**src/hw/rtl/lslm_pkg.sv**
```systemverilog
// Shared types and constants for the luma stability lock mask block.
package lslm_pkg;

	// Rec.709 luma coefficients, Q0.16, summing to 1.0
	localparam logic [15:0] COEF_R = 16'd13933;
	localparam logic [15:0] COEF_G = 16'd46871;
	localparam logic [15:0] COEF_B = 16'd4732;
	localparam logic [16:0] ONE_Q16 = 17'd65536;
	localparam logic [16:0] HALF_Q16 = 17'd32768;

	// Register indexes
	localparam logic CFG_WIDTH = 1'b0;
	localparam logic CFG_HEIGHT = 1'b1;

	// One line-buffer entry: row above, center row, center weights
	typedef struct packed {
		logic [15:0] above;
		logic [15:0] center;
		logic [16:0] wt;
	} lslm_row_t;

	// Divider handshake
	typedef struct packed {
		logic start;
		logic [17:0] dev;
		logic [17:0] den;
	} lslm_div_req_t;

	typedef struct packed {
		logic done;
		logic [16:0] quo;
	} lslm_div_rsp_t;

	typedef enum logic [6:0] {
		S_CLR  = 7'b0000001,
		S_IDLE = 7'b0000010,
		S_LUMA = 7'b0000100,
		S_WIN  = 7'b0001000,
		S_DIV  = 7'b0010000,
		S_MUL  = 7'b0100000,
		S_HOLD = 7'b1000000
	} lslm_state_t;

endpackage

```
**src/hw/rtl/lslm_lock_div.sv**
```systemverilog
// Iterative restoring divider: quo = (dev << 16) / den, one quotient bit per cycle.
module lslm_lock_div (
	input  logic                   clk,
	input  logic                   arst_n,
	input  lslm_pkg::lslm_div_req_t req,
	output lslm_pkg::lslm_div_rsp_t rsp
);

	logic        busy_q;
	logic [4:0]  cnt_q;
	logic [17:0] rem_q;
	logic [17:0] den_q;
	logic        bin_q;
	logic [16:0] quo_q;
	logic        done_q;
	logic [18:0] trial;
	logic        take;

	// dev <= den always holds, so the quotient fits 17 bits
	assign trial = {rem_q, bin_q};
	assign take = trial >= {1'b0, den_q};

	always_ff @(posedge clk or negedge arst_n) begin
		if (!arst_n) begin
			busy_q <= 1'b0;
			cnt_q <= '0;
			done_q <= 1'b0;
		end else begin
			done_q <= 1'b0;
			if (req.start) begin
				busy_q <= 1'b1;
				cnt_q <= 5'd16;
			end else if (busy_q) begin
				if (cnt_q == 5'd0) begin
					busy_q <= 1'b0;
					done_q <= 1'b1;
				end else begin
					cnt_q <= cnt_q - 5'd1;
				end
			end
		end
	end

	// Datapath
	always_ff @(posedge clk) begin
		if (req.start) begin
			rem_q <= {1'b0, req.dev[17:1]};
			bin_q <= req.dev[0];
			den_q <= req.den;
			quo_q <= '0;
		end else if (busy_q) begin
			rem_q <= take ? 18'(trial - {1'b0, den_q}) : trial[17:0];
			bin_q <= 1'b0;
			quo_q <= {quo_q[15:0], take};
		end
	end

	assign rsp.done = done_q;
	assign rsp.quo = quo_q;

endmodule

```
**config.mk**
```make
export PLATFORM = sky130hd
export DESIGN_NAME = lslm_lock_div
export DESIGN_NICKNAME = d
export VERILOG_FILES = /design/src/hw/rtl/lslm_pkg.sv /design/src/hw/rtl/lslm_lock_div.sv
export SDC_FILE = /design/constraint.sdc
export NUM_CORES = 1
export LEC_CHECK = 0
export BUFFER_PORTS_ARGS = -buffer_cell sky130_fd_sc_hd__buf_2
export CAP_MARGIN = 10
export CORE_ASPECT_RATIO = 1.4
export CORE_MARGIN = 2
export CORE_UTILIZATION = 32
export CTS_BUF_LIST = sky130_fd_sc_hd__clkbuf_2
export DETAILED_ROUTE_END_ITERATION = 7
export GPL_TIMING_DRIVEN = 0
export PLACE_DENSITY = 0.57
export SLEW_MARGIN = 20
export SYNTH_ARGS = -nofsm -noshare
export SYNTH_HDL_FRONTEND = slang
export SYNTH_SLANG_ARGS = --single-unit
export TNS_END_PERCENT = 5
```
**constraint.sdc**
```tcl
create_clock -name clk -period 7.1 [get_ports clk]
set_input_delay 0.355 -clock clk [delete_from_list [all_inputs] [get_ports clk]]
set_output_delay 0.355 -clock clk [all_outputs]
set_load 0.02 [all_outputs]
```
## Yosys cells after proc, flatten, opt, wreduce, memory -nomap -nowiden

Cells that the tools add are included.

| cells by class | value |
|---|---|
| reductions and logical operators | 3 |
| mux-type cells | 14 |
| equality and inequality tests | 1 |
| add/subtract/negate cells | 2 |
| magnitude comparators | 1 |

Operator list:

| kind | number |
|---|---|
| two-way mux 17 bit | 2 |
| greater-or-equal comparator 19 x 18 -> 1 bit | 1 |
| two-way mux 18 bit | 1 |
| subtractor 18 bit | 1 |
| two-way mux 5 bit | 3 |
| two-way mux 1 bit | 8 |
| zero test 5 bit | 1 |
| subtractor 5 x 1 -> 5 bit, second input constant | 1 |
| inequality test 2 bit, second input constant | 1 |
| AND reduction 2 bit | 1 |
| nonzero test 2 bit | 1 |

| storage, ports and cells | value |
|---|---|
| register bits | 61 |
| input port bits | 39 |
| output and inout bits | 18 |

## Longest topological paths before layout

Gate-level depths: netlist of the first run.

| depth | value |
|---|---|
| depth in word-level cells | 4 |
| depth in mapped cells | 10 |

## Least setup slack after synthesis of the first run

No wires, ideal clock.

| timing | value |
|---|---|
| path type | flip-flop to flip-flop |
| start | register rem_q[5] |
| end | register rem_q[13] (data pin) |
| setup slack | 4.544 ns |
| arrival | 2.298 ns |
| path buffers | 2 |
| library setup time | 0.258 ns |
| cell stages (with the launch flop) | 10 |
| required time | 6.842 ns |
| cell sequence | edfxtp_1 -> ha_1 -> buf_6 -> a21o_1 -> a211oi_4 -> nor2_2 -> o31a_1 -> buf_2 -> or4_1 -> o221a_2 |

| on the way | value |
|---|---|
| cells in the longest elaborated chain, start to end | 4 |
| elaborated cells on any way between the ends | 5 |
| classes of those cells | 1 x add/sub; 1 x order compare; 3 x mux |

RTL lines:

| element | line | RTL |
|---|---|---|
| start, declared | lslm_lock_div.sv:11 | `logic [17:0] rem_q;` |
| start signal, assigned | lslm_lock_div.sv:47 | `rem_q <= {1'b0, req.dev[17:1]};` |
| start signal, assigned | lslm_lock_div.sv:52 | `rem_q <= take ? 18'(trial - {1'b0, den_q}) : trial[17:0];` |
| subtractor 18 bit or greater-or-equal comparator 19 x 18 -> 1 bit (tied branches) | lslm_lock_div.sv:52, lslm_lock_div.sv:21 |  |
| two-way mux 18 bit * | lslm_lock_div.sv:52 |  |
| two-way mux 17 bit * | lslm_lock_div.sv:51 | `end else if (busy_q) begin` |
| two-way mux 17 bit * | lslm_lock_div.sv:46 | `if (req.start) begin` |

Mark *: on every way between the ends. The rest lies on a longest branch, timed or not. The select of a mux whose other input is x is not followed.
A chain may end at the register's enable or synchronous reset.

## Worst setup path in the final report of the first run

| timing | value |
|---|---|
| start | register rem_q[3] |
| end | register rem_q[2] (data pin) |

| on the way | value |
|---|---|
| cells in the longest elaborated chain, start to end | 4 |

RTL lines:

| element | line | RTL |
|---|---|---|
| greater-or-equal comparator 19 x 18 -> 1 bit | lslm_lock_div.sv:21 | `assign take = trial >= {1'b0, den_q};` |
| two-way mux 18 bit | lslm_lock_div.sv:52 |  |
| two-way mux 17 bit | lslm_lock_div.sv:51 |  |
| two-way mux 17 bit | lslm_lock_div.sv:46 |  |

No other way between the ends. The select of a mux whose other input is x is not followed.

==> results.py, run 1 <==
metrics = {
    "run_status": {
        "status": "finished clean",
    },
    "global_routing": {
        "antenna_found_initial": 1,
        "grt_max_degree": 25,
        "overflow": 0,
        "grt_pass1_vias": 3127,
        "grt_pass1_wl_mm": 15.24,
        "track_usage": 0.1627,
    },
    "placement": {
        "pre_cts_ws_ns": 4.189,
        "io_buffers": 56,
        "finalWeightedCongestion": 0.9236,
        "dp_hpwl_mm": 6.852,
        "postPlaceCellArea_sq_um": 4063,
    },
    "clock_network": {
        "cts_tree": "yes",
        "clkSlewWorstSetupHoldPaths_ns": 0.20,
        "postCtsSetupBuffers": 0,
        "cts_made_buffers": 9,
        "cts_sinks": 61,
        "clock_latency_ns": 0.54,
        "clk_path_buf_depth": 2,
        "cts_htree_levels": 3,
        "root_buffer": "clkbuf_2",
    },
    "yosys": {
        "async_flop_share": 0.1148,
        "synth_top_area_share": 0.2998,
        "yosysMostFrequentCell": "edfxtp_1",
        "yosysUniqueCellTypes": 58,
        "synth_nets": 422,
        "ys_seq_elements": 61,
        "yosys-top-cells-area": "edfxtp_1 30%, dfxtp_1 10%, ha_1 6.9%, dfrtp_1 4.9%, mux2i_1 4.7%",
        "synth.top_cells.by_count": "36 x edfxtp_1, 33 x nor2_1, 28 x inv_1",
        "ys_warn_count": 0,
        "synth_edf_count": 36,
        "synth_area_per_cell_sq_um": 9.961,
        "postSynthCellCount": 362,
        "seq_area_frac_synth": 0.4483,
        "synth_area_sq_um": 3606,
        "synthFlopType": "edfxtp_1",
        "synth_top_area_cell": "edfxtp_1",
    },
    "layout": {
        "syn_to_final_growth_pct": 21.96,
        "regArea_sq_um": 1617,
        "fin_area_sq_um": 4398,
        "final_layout_size_suffix_gt1_frac": 0.2031,
        "multiInputGateArea_sq_um": 1803,
        "fillerInstances": 1160,
        "layout.nets": 508,
    },
    "timing": {
        "fmax_mhz": 337.8,
        "layout_setup_ws_ns": 4.140,
        "slew_headroom": 0.3638,
        "post-route-period-util": 0.4169,
        "hold_viol_final": 0,
        "min_period_ns": 2.960,
        "setup-tns-final_ns": 0,
        "finalSetupViolCount": 0,
        "final_max_slew_viol_count": 0,
        "max_slew.worst_pin.slew_ns": 0.9303,
        "finClkSkew_ns": 0.04761,
        "rsz0062_at_grt": "false",
    },
    "drt": {
        "drtIter0Drc": 205,
        "drt-total-wl_mm": 9.158,
        "vias": 3107,
        "dr.pass1.iters": 5,
        "post-route-drc-count": 0,
        "vias_per_cell": 5.222,
        "drtAntennaViolNets": 0,
        "wl_per_cell_um": 15.39,
    },
    "worst_setup_path": {
        "critPathMaxFanout": 10,
        "slowest_stage": "edfxtp_1",
        "crit_path_start_kind": "flop",
        "critPathTopFamily": "compound AO/OA/AOI/OAI gates",
        "path_buf_inv": 1,
        "reg2reg_to": "rem_q[2]",
        "cpPeakStageDelay_ns": 0.45,
        "crit_start": "rem_q[3]",
        "critPathKind": "flop to flop",
        "path_cells": "ha_1 > a21o_1 > a31oi_2 > a211oi_1 > o31a_1 > buf_2 > nor2_2 > o311ai_1",
        "regToRegStartpoint": "rem_q[3]",
        "cp.arrival_ns": 3.20,
        "cp-end-kind": "flop",
        "endpoint": "rem_q[2]",
        "worstPathRequired_ns": 7.34,
        "critical_path_depth": 8,
        "reg2reg_slack_ns": 4.14,
        "r2r_cells": 8,
    },
    "floorplanning": {
        "io_pins": 57,
        "core_sq_um": 10920,
        "initial_core_util": 0.3301,
        "die_y_um": 129.6,
        "dieArea_sq_um": 12150,
        "die_w_um": 93.72,
        "std_cell_rows": 45,
    },
    "power": {
        "p_per_area_nw_per_um2": 372.5,
        "peakVddDrop_uv": 165.7,
        "p_leak_uw": 0.001964,
    },
    "hold_path": {
        "hp-class": "input port to flop",
    },
    "job": {
        "maxCapViolCount": 0,
    },
}
final cells by class:
type                    count  area share
inverters                  28     0.02390
clock inverters             7     0.02219
repair buffers             75      0.1070
clock buffers               9     0.01024
multi-input cells         256      0.4100
plain buffers              17     0.01849
flip-flops and latches     61      0.3676
diodes                      1   0.0005690
well taps                 141     0.04011
cell usage in the layout, fill, tap and decap left out, types with 7 or more instances in the layout:
| cell type | n |
|---|---|
| a21o_1 | 7 |
| a21oi_1 | 14 |
| and2_1 | 7 |
| buf_2 | 61 |
| clkbuf_1 | 7 |
| clkbuf_2 | 9 |
| dfrtp_1 | 7 |
| dfxtp_1 | 18 |
| dlygate4sd3_1 | 19 |
| edfxtp_1 | 36 |
| ha_1 | 20 |
| inv_1 | 28 |
| mux2i_1 | 17 |
| nand2_1 | 23 |
| nand3_1 | 9 |
| nand4_1 | 8 |
| nor2_1 | 33 |
| nor3_1 | 8 |
| o21ai_0 | 11 |
| o311ai_1 | 7 |
| xor2_1 | 7 |
cells by family after synthesis:
family	count (synthesis)	share of synthesized area
buffers and inverters	45	0.05170
multiplexers	18	0.05031
adder cells (fa/ha/maj)	21	0.07495
XOR/XNOR	13	0.03158
flip-flops	61	0.4483
AO/OA/AOI/OAI	89	0.1874
AND/OR/NAND/NOR	115	0.1558
flip-flops by register name (all words and copies together) (netlist names):
| register | flops |
|---|---|
| done_q | 1 |
| cnt_q | 5 |
| busy_q | 1 |
| den_q | 18 |
| rem_q | 18 |
| quo_q | 17 |
| bin_q | 1 |
report_power, final:
part / switching [uW] / internal, uW / total [uW] / leakage (uW)
registers: 51.2 / 478 / 529 / 0.000600
logic: 498 / 347 / 845 / 0.00128
clock network: 145 / 119 / 264 / 0.0000868
metal layers:
layer | part of all wire | global-route usage | up-vias
li1 | - | - | 1520
met1 | 0.42 | 0.1846 | 1486
met2 | 0.52 | 0.2878 | 86
met3 | 0.041 | 0.04012 | 15
met4 | 0.020 | 0.07076 | 0
met5 | 0 | 0 | -
metrics by stage:
step,util,hold WS (ns),total power (uW),instances
global placement,0.3719,0.1970,1352,559
CTS,0.4024,0.04068,1648,594
global route,0.4026,0.05380,1769,595
finish,0.4026,0.1011,1638,595
detailed placement,0.3719,0.1996,1368,559
floorplan,-,0.05941,1170,362
worst min-delay path by stage:
| stage | end | depth (start not counted) | slack [ns] | from |
|---|---|---|---|---|
| final | rem_q[5] | 3 | 0.10 | req[24] |
| after detailed placement | done_q | 1 | 0.20 | arst_n |
| after global placement | done_q | 1 | 0.20 | arst_n |
| after floorplan | busy_q | 0 | 0.06 | arst_n |
| after CTS | rem_q[4] | 3 | 0.04 | req[23] |
| after global routing | rem_q[14] | 3 | 0.05 | req[33] |
worst reg2reg max path, cell delays in order, from the launching register on:
cell      delay [ns]
edfxtp_1        0.45
ha_1            0.39
a21o_1          0.25
a31oi_2         0.26
a211oi_1        0.19
o31a_1          0.32
buf_2           0.19
nor2_2          0.44
o311ai_1        0.19
timing repair:
action,in CTS,in global routing
endpoints found under the hold margin,25,0
setup endpoints to repair,0,0
resized for setup,0,0
hold buffers,19,0
Power figures use the tool's default switching activity.
==> run 2: changes to the inputs <==
Clock period 7.1 ns to 2.9 ns, I/O delays scaled along.
==> results.py, run 2 (same netlist as run 1, synthesis figures left out) <==
metrics = {
    "timing": {
        "post-route-period-util": 0.9788,
        "finClkSkew_ns": 0.05073,
        "min_period_ns": 2.839,
        "slew_headroom": 0.4366,
        "fmax_mhz": 352.3,
        "finalSetupViolCount": 0,
        "final_max_slew_viol_count": 0,
        "max_slew.worst_pin.slew_ns": 0.8442,
        "hold_viol_final": 0,
        "layout_setup_ws_ns": 0.06149,
        "rsz0062_at_grt": "true",
        "holdWs_ns": 0.1006,
    },
    "drt": {
        "vias_per_cell": 5.135,
        "drtIter0Drc": 190,
        "vias": 3153,
        "met3_length_um": 327,
        "drt-total-wl_mm": 9.528,
        "highest_layer": "met4",
        "post-route-drc-count": 0,
        "dr.pass1.iters": 4,
        "drtAntennaViolNets": 0,
        "drt-met1-wl_mm": 3.875,
        "routed-wl-met2_mm": 5.166,
        "wl_per_cell_um": 15.52,
    },
    "placement": {
        "pre_cts_ws_ns": -0.01061,
        "dp.cells": 559,
        "dp_hpwl_mm": 6.852,
        "finalWeightedCongestion": 0.9236,
        "io_buffers": 56,
    },
    "clock_network": {
        "cts_made_buffers": 9,
        "root_buffer": "clkbuf_2",
        "cts_tree": "yes",
        "clkSlewWorstSetupHoldPaths_ns": 0.20,
        "cts_sinks": 61,
        "cts_htree_levels": 3,
        "clock_latency_ns": 0.55,
        "clk_path_buf_depth": 2,
        "postCtsSetupBuffers": 0,
    },
    "floorplanning": {
        "initial_core_util": 0.3301,
        "std_cell_rows": 45,
        "core_sq_um": 10920,
        "die_w_um": 93.72,
        "die_y_um": 129.6,
        "dieArea_sq_um": 12150,
        "io_pins": 57,
    },
    "worst_setup_path": {
        "r2r_cells": 8,
        "cp-end-kind": "flop",
        "worstPathRequired_ns": 3.21,
        "regToRegStartpoint": "rem_q[3]",
        "critPathMaxFanout": 9,
        "cp.arrival_ns": 3.14,
        "reg2reg_to": "rem_q[9]",
        "reg2reg_slack_ns": 0.06,
        "critPathKind": "flop to flop",
        "crit_path_start_kind": "flop",
    },
    "power": {
        "peakVddDrop_uv": 441.8,
        "p_leak_uw": 0.002051,
        "p_per_area_nw_per_um2": 882.4,
        "finalPower_uw": 4105,
    },
    "layout": {
        "final_cell_mix": "60 x buf_2, 38 x dlygate4sd3_1, 36 x edfxtp_1, 33 x nor2_1, 28 x inv_1",
        "final_layout_size_suffix_gt1_frac": 0.2055,
        "final_util": 0.4259,
        "stdcell_count": 614,
        "layout.nets": 527,
        "top_regs": "den_q (18), rem_q (18), quo_q (17)",
        "final_common_cell": "buf_2",
        "syn_to_final_growth_pct": 29.01,
    },
    "global_routing": {
        "grt_pass1_wl_mm": 15.74,
        "antenna_found_initial": 1,
        "grt_max_degree": 25,
        "overflow": 0,
        "grt_pass1_vias": 3240,
        "track_usage": 0.1674,
    },
    "job": {
        "maxCapViolCount": 0,
    },
    "hold_path": {
        "holdPathEnd": "den_q[9]",
        "hp-class": "input port to flop",
        "min_path_cells": 1,
        "worstHoldStart": "req[36]",
    },
    "run_status": {
        "status": "finished clean",
    },
}
-- run 2: cell count changes in the layout (fill, tap and decap cells not counted), sizes merged --
| cell | delta |
|---|---|
| dlygate4sd3 | +19 |
-- run 2: what timing repair did --
item / CTS / global route
gates resized for setup: 2 / 12
hold buffers: 38 / 0
pin swaps: 0 / 0
setup endpoints to repair: 3 / 17
endpoints found under the hold margin: 43 / 0
-- run 2: per-layer routing --
| metal | track usage | up-vias |
|---|---|---|
| met5 | 0 | - |
| met4 | 0.07161 | 0 |
| met3 | 0.03895 | 10 |
| met2 | 0.3000 | 57 |
| met1 | 0.1886 | 1527 |
| li1 | - | 1559 |
-- run 2: critical path, cell delays in order, from the launching register on --
cell	delay, ns
edfxtp_1	0.45
ha_1	0.39
a21o_1	0.25
a31oi_2	0.28
a211oi_2	0.17
o31a_1	0.32
buf_2	0.20
o21ai_1	0.36
o221ai_1	0.19
-- run 2: final cells by class --
| class | count | area [sq um] |
|---|---|---|
| Sequential cell | 61 | 1617 |
| Timing Repair Buffer | 94 | 660.6 |
| Tap cell | 141 | 176.4 |
| Antenna cell | 1 | 2.502 |
| Inverter | 28 | 105.1 |
| Clock buffer | 9 | 45.04 |
| Clock inverter | 7 | 97.59 |
| Buffer | 17 | 87.58 |
| Fill cell | 1131 | 6271 |
| Multi-Input combinational cell | 256 | 1861 |
-- run 2: worst max-delay path by stage --
stage,end,startpoint,slack (ns)
after detailed placement,rem_q[12],rem_q[13],-0.01
after global routing,rem_q[9],rem_q[0],-0.05
after floorplan,rem_q[13],rem_q[5],0.34
after CTS,rem_q[16],rem_q[10],-0.009
after global placement,rem_q[12],rem_q[13],0.04
final,rem_q[9],rem_q[3],0.06
-- run 2: power breakdown --
| part | switching [uW] | internal (uW) |
|---|---|---|
| Combinational | 1260 | 899 |
| Sequential | 130 | 1170 |
| Clock | 358 | 291 |
-- run 2: stage by stage --
stage / TNS, ns / cell area, sq um
final: 0 / 4652
after detailed placement: -0.01061 / 4063
after CTS: -0.009276 / 4597
after global placement: 0 / 4063
after global routing: -0.04853 / 4652
after floorplan: 0 / 3606
==> run 3: changes to the inputs <==
Settings changed: CORE_UTILIZATION 32 to 33, PLACE_DENSITY 0.57 to 0.58.
==> results.py, run 3 (same netlist as run 1, synthesis figures left out) <==
metrics = {
    "run_status": {
        "status": "finished clean",
    },
    "global_routing": {
        "antenna_found_initial": 0,
        "grt_pass1_vias": 3275,
        "grt_pass1_wl_mm": 15.87,
        "grt_max_degree": 25,
        "track_usage": 0.1729,
        "overflow": 0,
    },
    "clock_network": {
        "root_buffer": "clkbuf_2",
        "clkSlewWorstSetupHoldPaths_ns": 0.22,
        "cts_tree": "yes",
        "cts_htree_levels": 3,
        "clock_latency_ns": 0.54,
        "cts_made_buffers": 9,
        "cts_sinks": 61,
        "clk_path_buf_depth": 2,
    },
    "placement": {
        "pre_cts_ws_ns": -0.1362,
        "io_buffers": 56,
        "dp_hpwl_mm": 6.961,
        "finalWeightedCongestion": 0.8730,
        "dp.cells": 559,
    },
    "layout": {
        "regArea_sq_um": 1617,
        "stdcell_count": 612,
        "final_util": 0.4319,
        "final_cell_mix": "60 x buf_2, 37 x dlygate4sd3_1, 36 x edfxtp_1, 33 x nor2_1, 28 x inv_1",
        "diodes": 0,
        "syn_to_final_growth_pct": 28.80,
        "fillerInstances": 1029,
        "final_common_cell": "buf_2",
        "multiInputGateArea_sq_um": 1879,
        "top_regs": "den_q (18), rem_q (18), quo_q (17)",
        "final_layout_size_suffix_gt1_frac": 0.2081,
        "layout.nets": 526,
    },
    "worst_setup_path": {
        "path_cells": "ha_1 > buf_2 > a21oi_4 > o21a_2 > a21oi_1 > or4_1 > buf_2 > or4_1 > o221a_2",
        "worstPathRequired_ns": 3.21,
        "critPathMaxFanout": 9,
        "crit_start": "rem_q[11]",
        "r2r_cells": 9,
        "cp.arrival_ns": 3.14,
        "reg2reg_to": "rem_q[16]",
        "cpPeakStageDelay_ns": 0.49,
        "slowest_stage": "or4_1",
        "cp-end-kind": "flop",
        "reg2reg_slack_ns": 0.07,
        "crit_path_start_kind": "flop",
        "regToRegStartpoint": "rem_q[11]",
        "critPathKind": "flop to flop",
    },
    "hold_path": {
        "min_path_cells": 3,
        "hp-class": "input port to flop",
        "worstHoldStart": "req[20]",
        "holdPathEnd": "rem_q[1]",
    },
    "power": {
        "peakVddDrop_uv": 360.3,
        "p_per_area_nw_per_um2": 889.7,
        "p_leak_uw": 0.002047,
    },
    "timing": {
        "fmax_mhz": 353.3,
        "finalSetupViolCount": 0,
        "setup-tns-final_ns": 0,
        "post-route-period-util": 0.9759,
        "max_slew.worst_pin.slew_ns": 0.8385,
        "slew_headroom": 0.4404,
        "min_period_ns": 2.830,
        "layout_setup_ws_ns": 0.06984,
        "hold_viol_final": 0,
        "final_max_slew_viol_count": 0,
        "rsz0062_at_grt": "true",
        "finClkSkew_ns": 0.04789,
    },
    "job": {
        "maxCapViolCount": 0,
    },
    "drt": {
        "dr.pass1.iters": 4,
        "vias_per_cell": 5.191,
        "drtAntennaViolNets": 0,
        "post-route-drc-count": 0,
        "drtIter0Drc": 172,
        "vias": 3177,
        "drt-total-wl_mm": 9.878,
        "wl_per_cell_um": 16.14,
    },
    "floorplanning": {
        "initial_core_util": 0.3353,
        "std_cell_rows": 45,
        "die_y_um": 127.7,
        "io_pins": 57,
        "core_sq_um": 10750,
        "dieArea_sq_um": 11790,
        "die_w_um": 92.35,
    },
}
run 3: critical path, delay by kind of cell, from the launching register on:
family,cells,cell delay [ns]
and+or+nand+nor,2,0.89
DFF,1,0.46
AOI/OAI and AO/OA,4,0.54
adders and majority gates,1,0.30
buffers and inverters,2,0.40
run 3: per-stage QoR:
step | hold WS, ns | instance area [sq um] | power (uW)
finish | 0.05565 | 4644 | 4132
global route | 0.03474 | 4644 | 4434
CTS | 0.01131 | 4583 | 4072
detailed placement | -0.01294 | 4063 | 3373
global placement | -0.01648 | 4063 | 3331
floorplan | -0.1506 | 3606 | 2865
run 3: final cells by class:
cell class	instances	area share
Sequential cell	61	0.3481
Clock buffer	9	0.009698
Tap cell	141	0.03798
Inverter	28	0.02263
Timing Repair Buffer	93	0.1401
Clock inverter	7	0.01886
Buffer	17	0.01805
Multi-Input combinational cell	256	0.4046
run 3: layer usage:
metal,GRT usage,up-vias,part of all wire
met5,0,-,0
met4,0.09833,0,0.034
met3,0.02998,21,0.039
met2,0.3109,91,0.53
met1,0.1902,1509,0.39
li1,-,1556,-
run 3: worst max path at each step:
stage | end | cells past startpoint | slack, ns
finish | rem_q[16] | 9 | 0.07
CTS | rem_q[2] | 9 | -0.01
global placement | rem_q[8] | 8 | -0.11
floorplan | rem_q[13] | 9 | 0.34
global route | rem_q[8] | 9 | 0.003
detailed placement | rem_q[2] | 8 | -0.14
run 3: power by group:
| group | internal [uW] | switching, uW | leakage (uW) | total, uW |
|---|---|---|---|---|
| clock network | 283 | 350 | 0.0000844 | 633 |
| logic | 899 | 1300 | 0.00136 | 2200 |
| registers | 1170 | 128 | 0.000600 | 1300 |
run 3: timing repair:
action,4_1_cts,5_1_grt
setup buffers,0,0
pin swaps,0,1
endpoints found under the hold margin,42,0
gates resized for setup,3,11
endpoints found under the setup margin,15,17
hold buffers,37,0
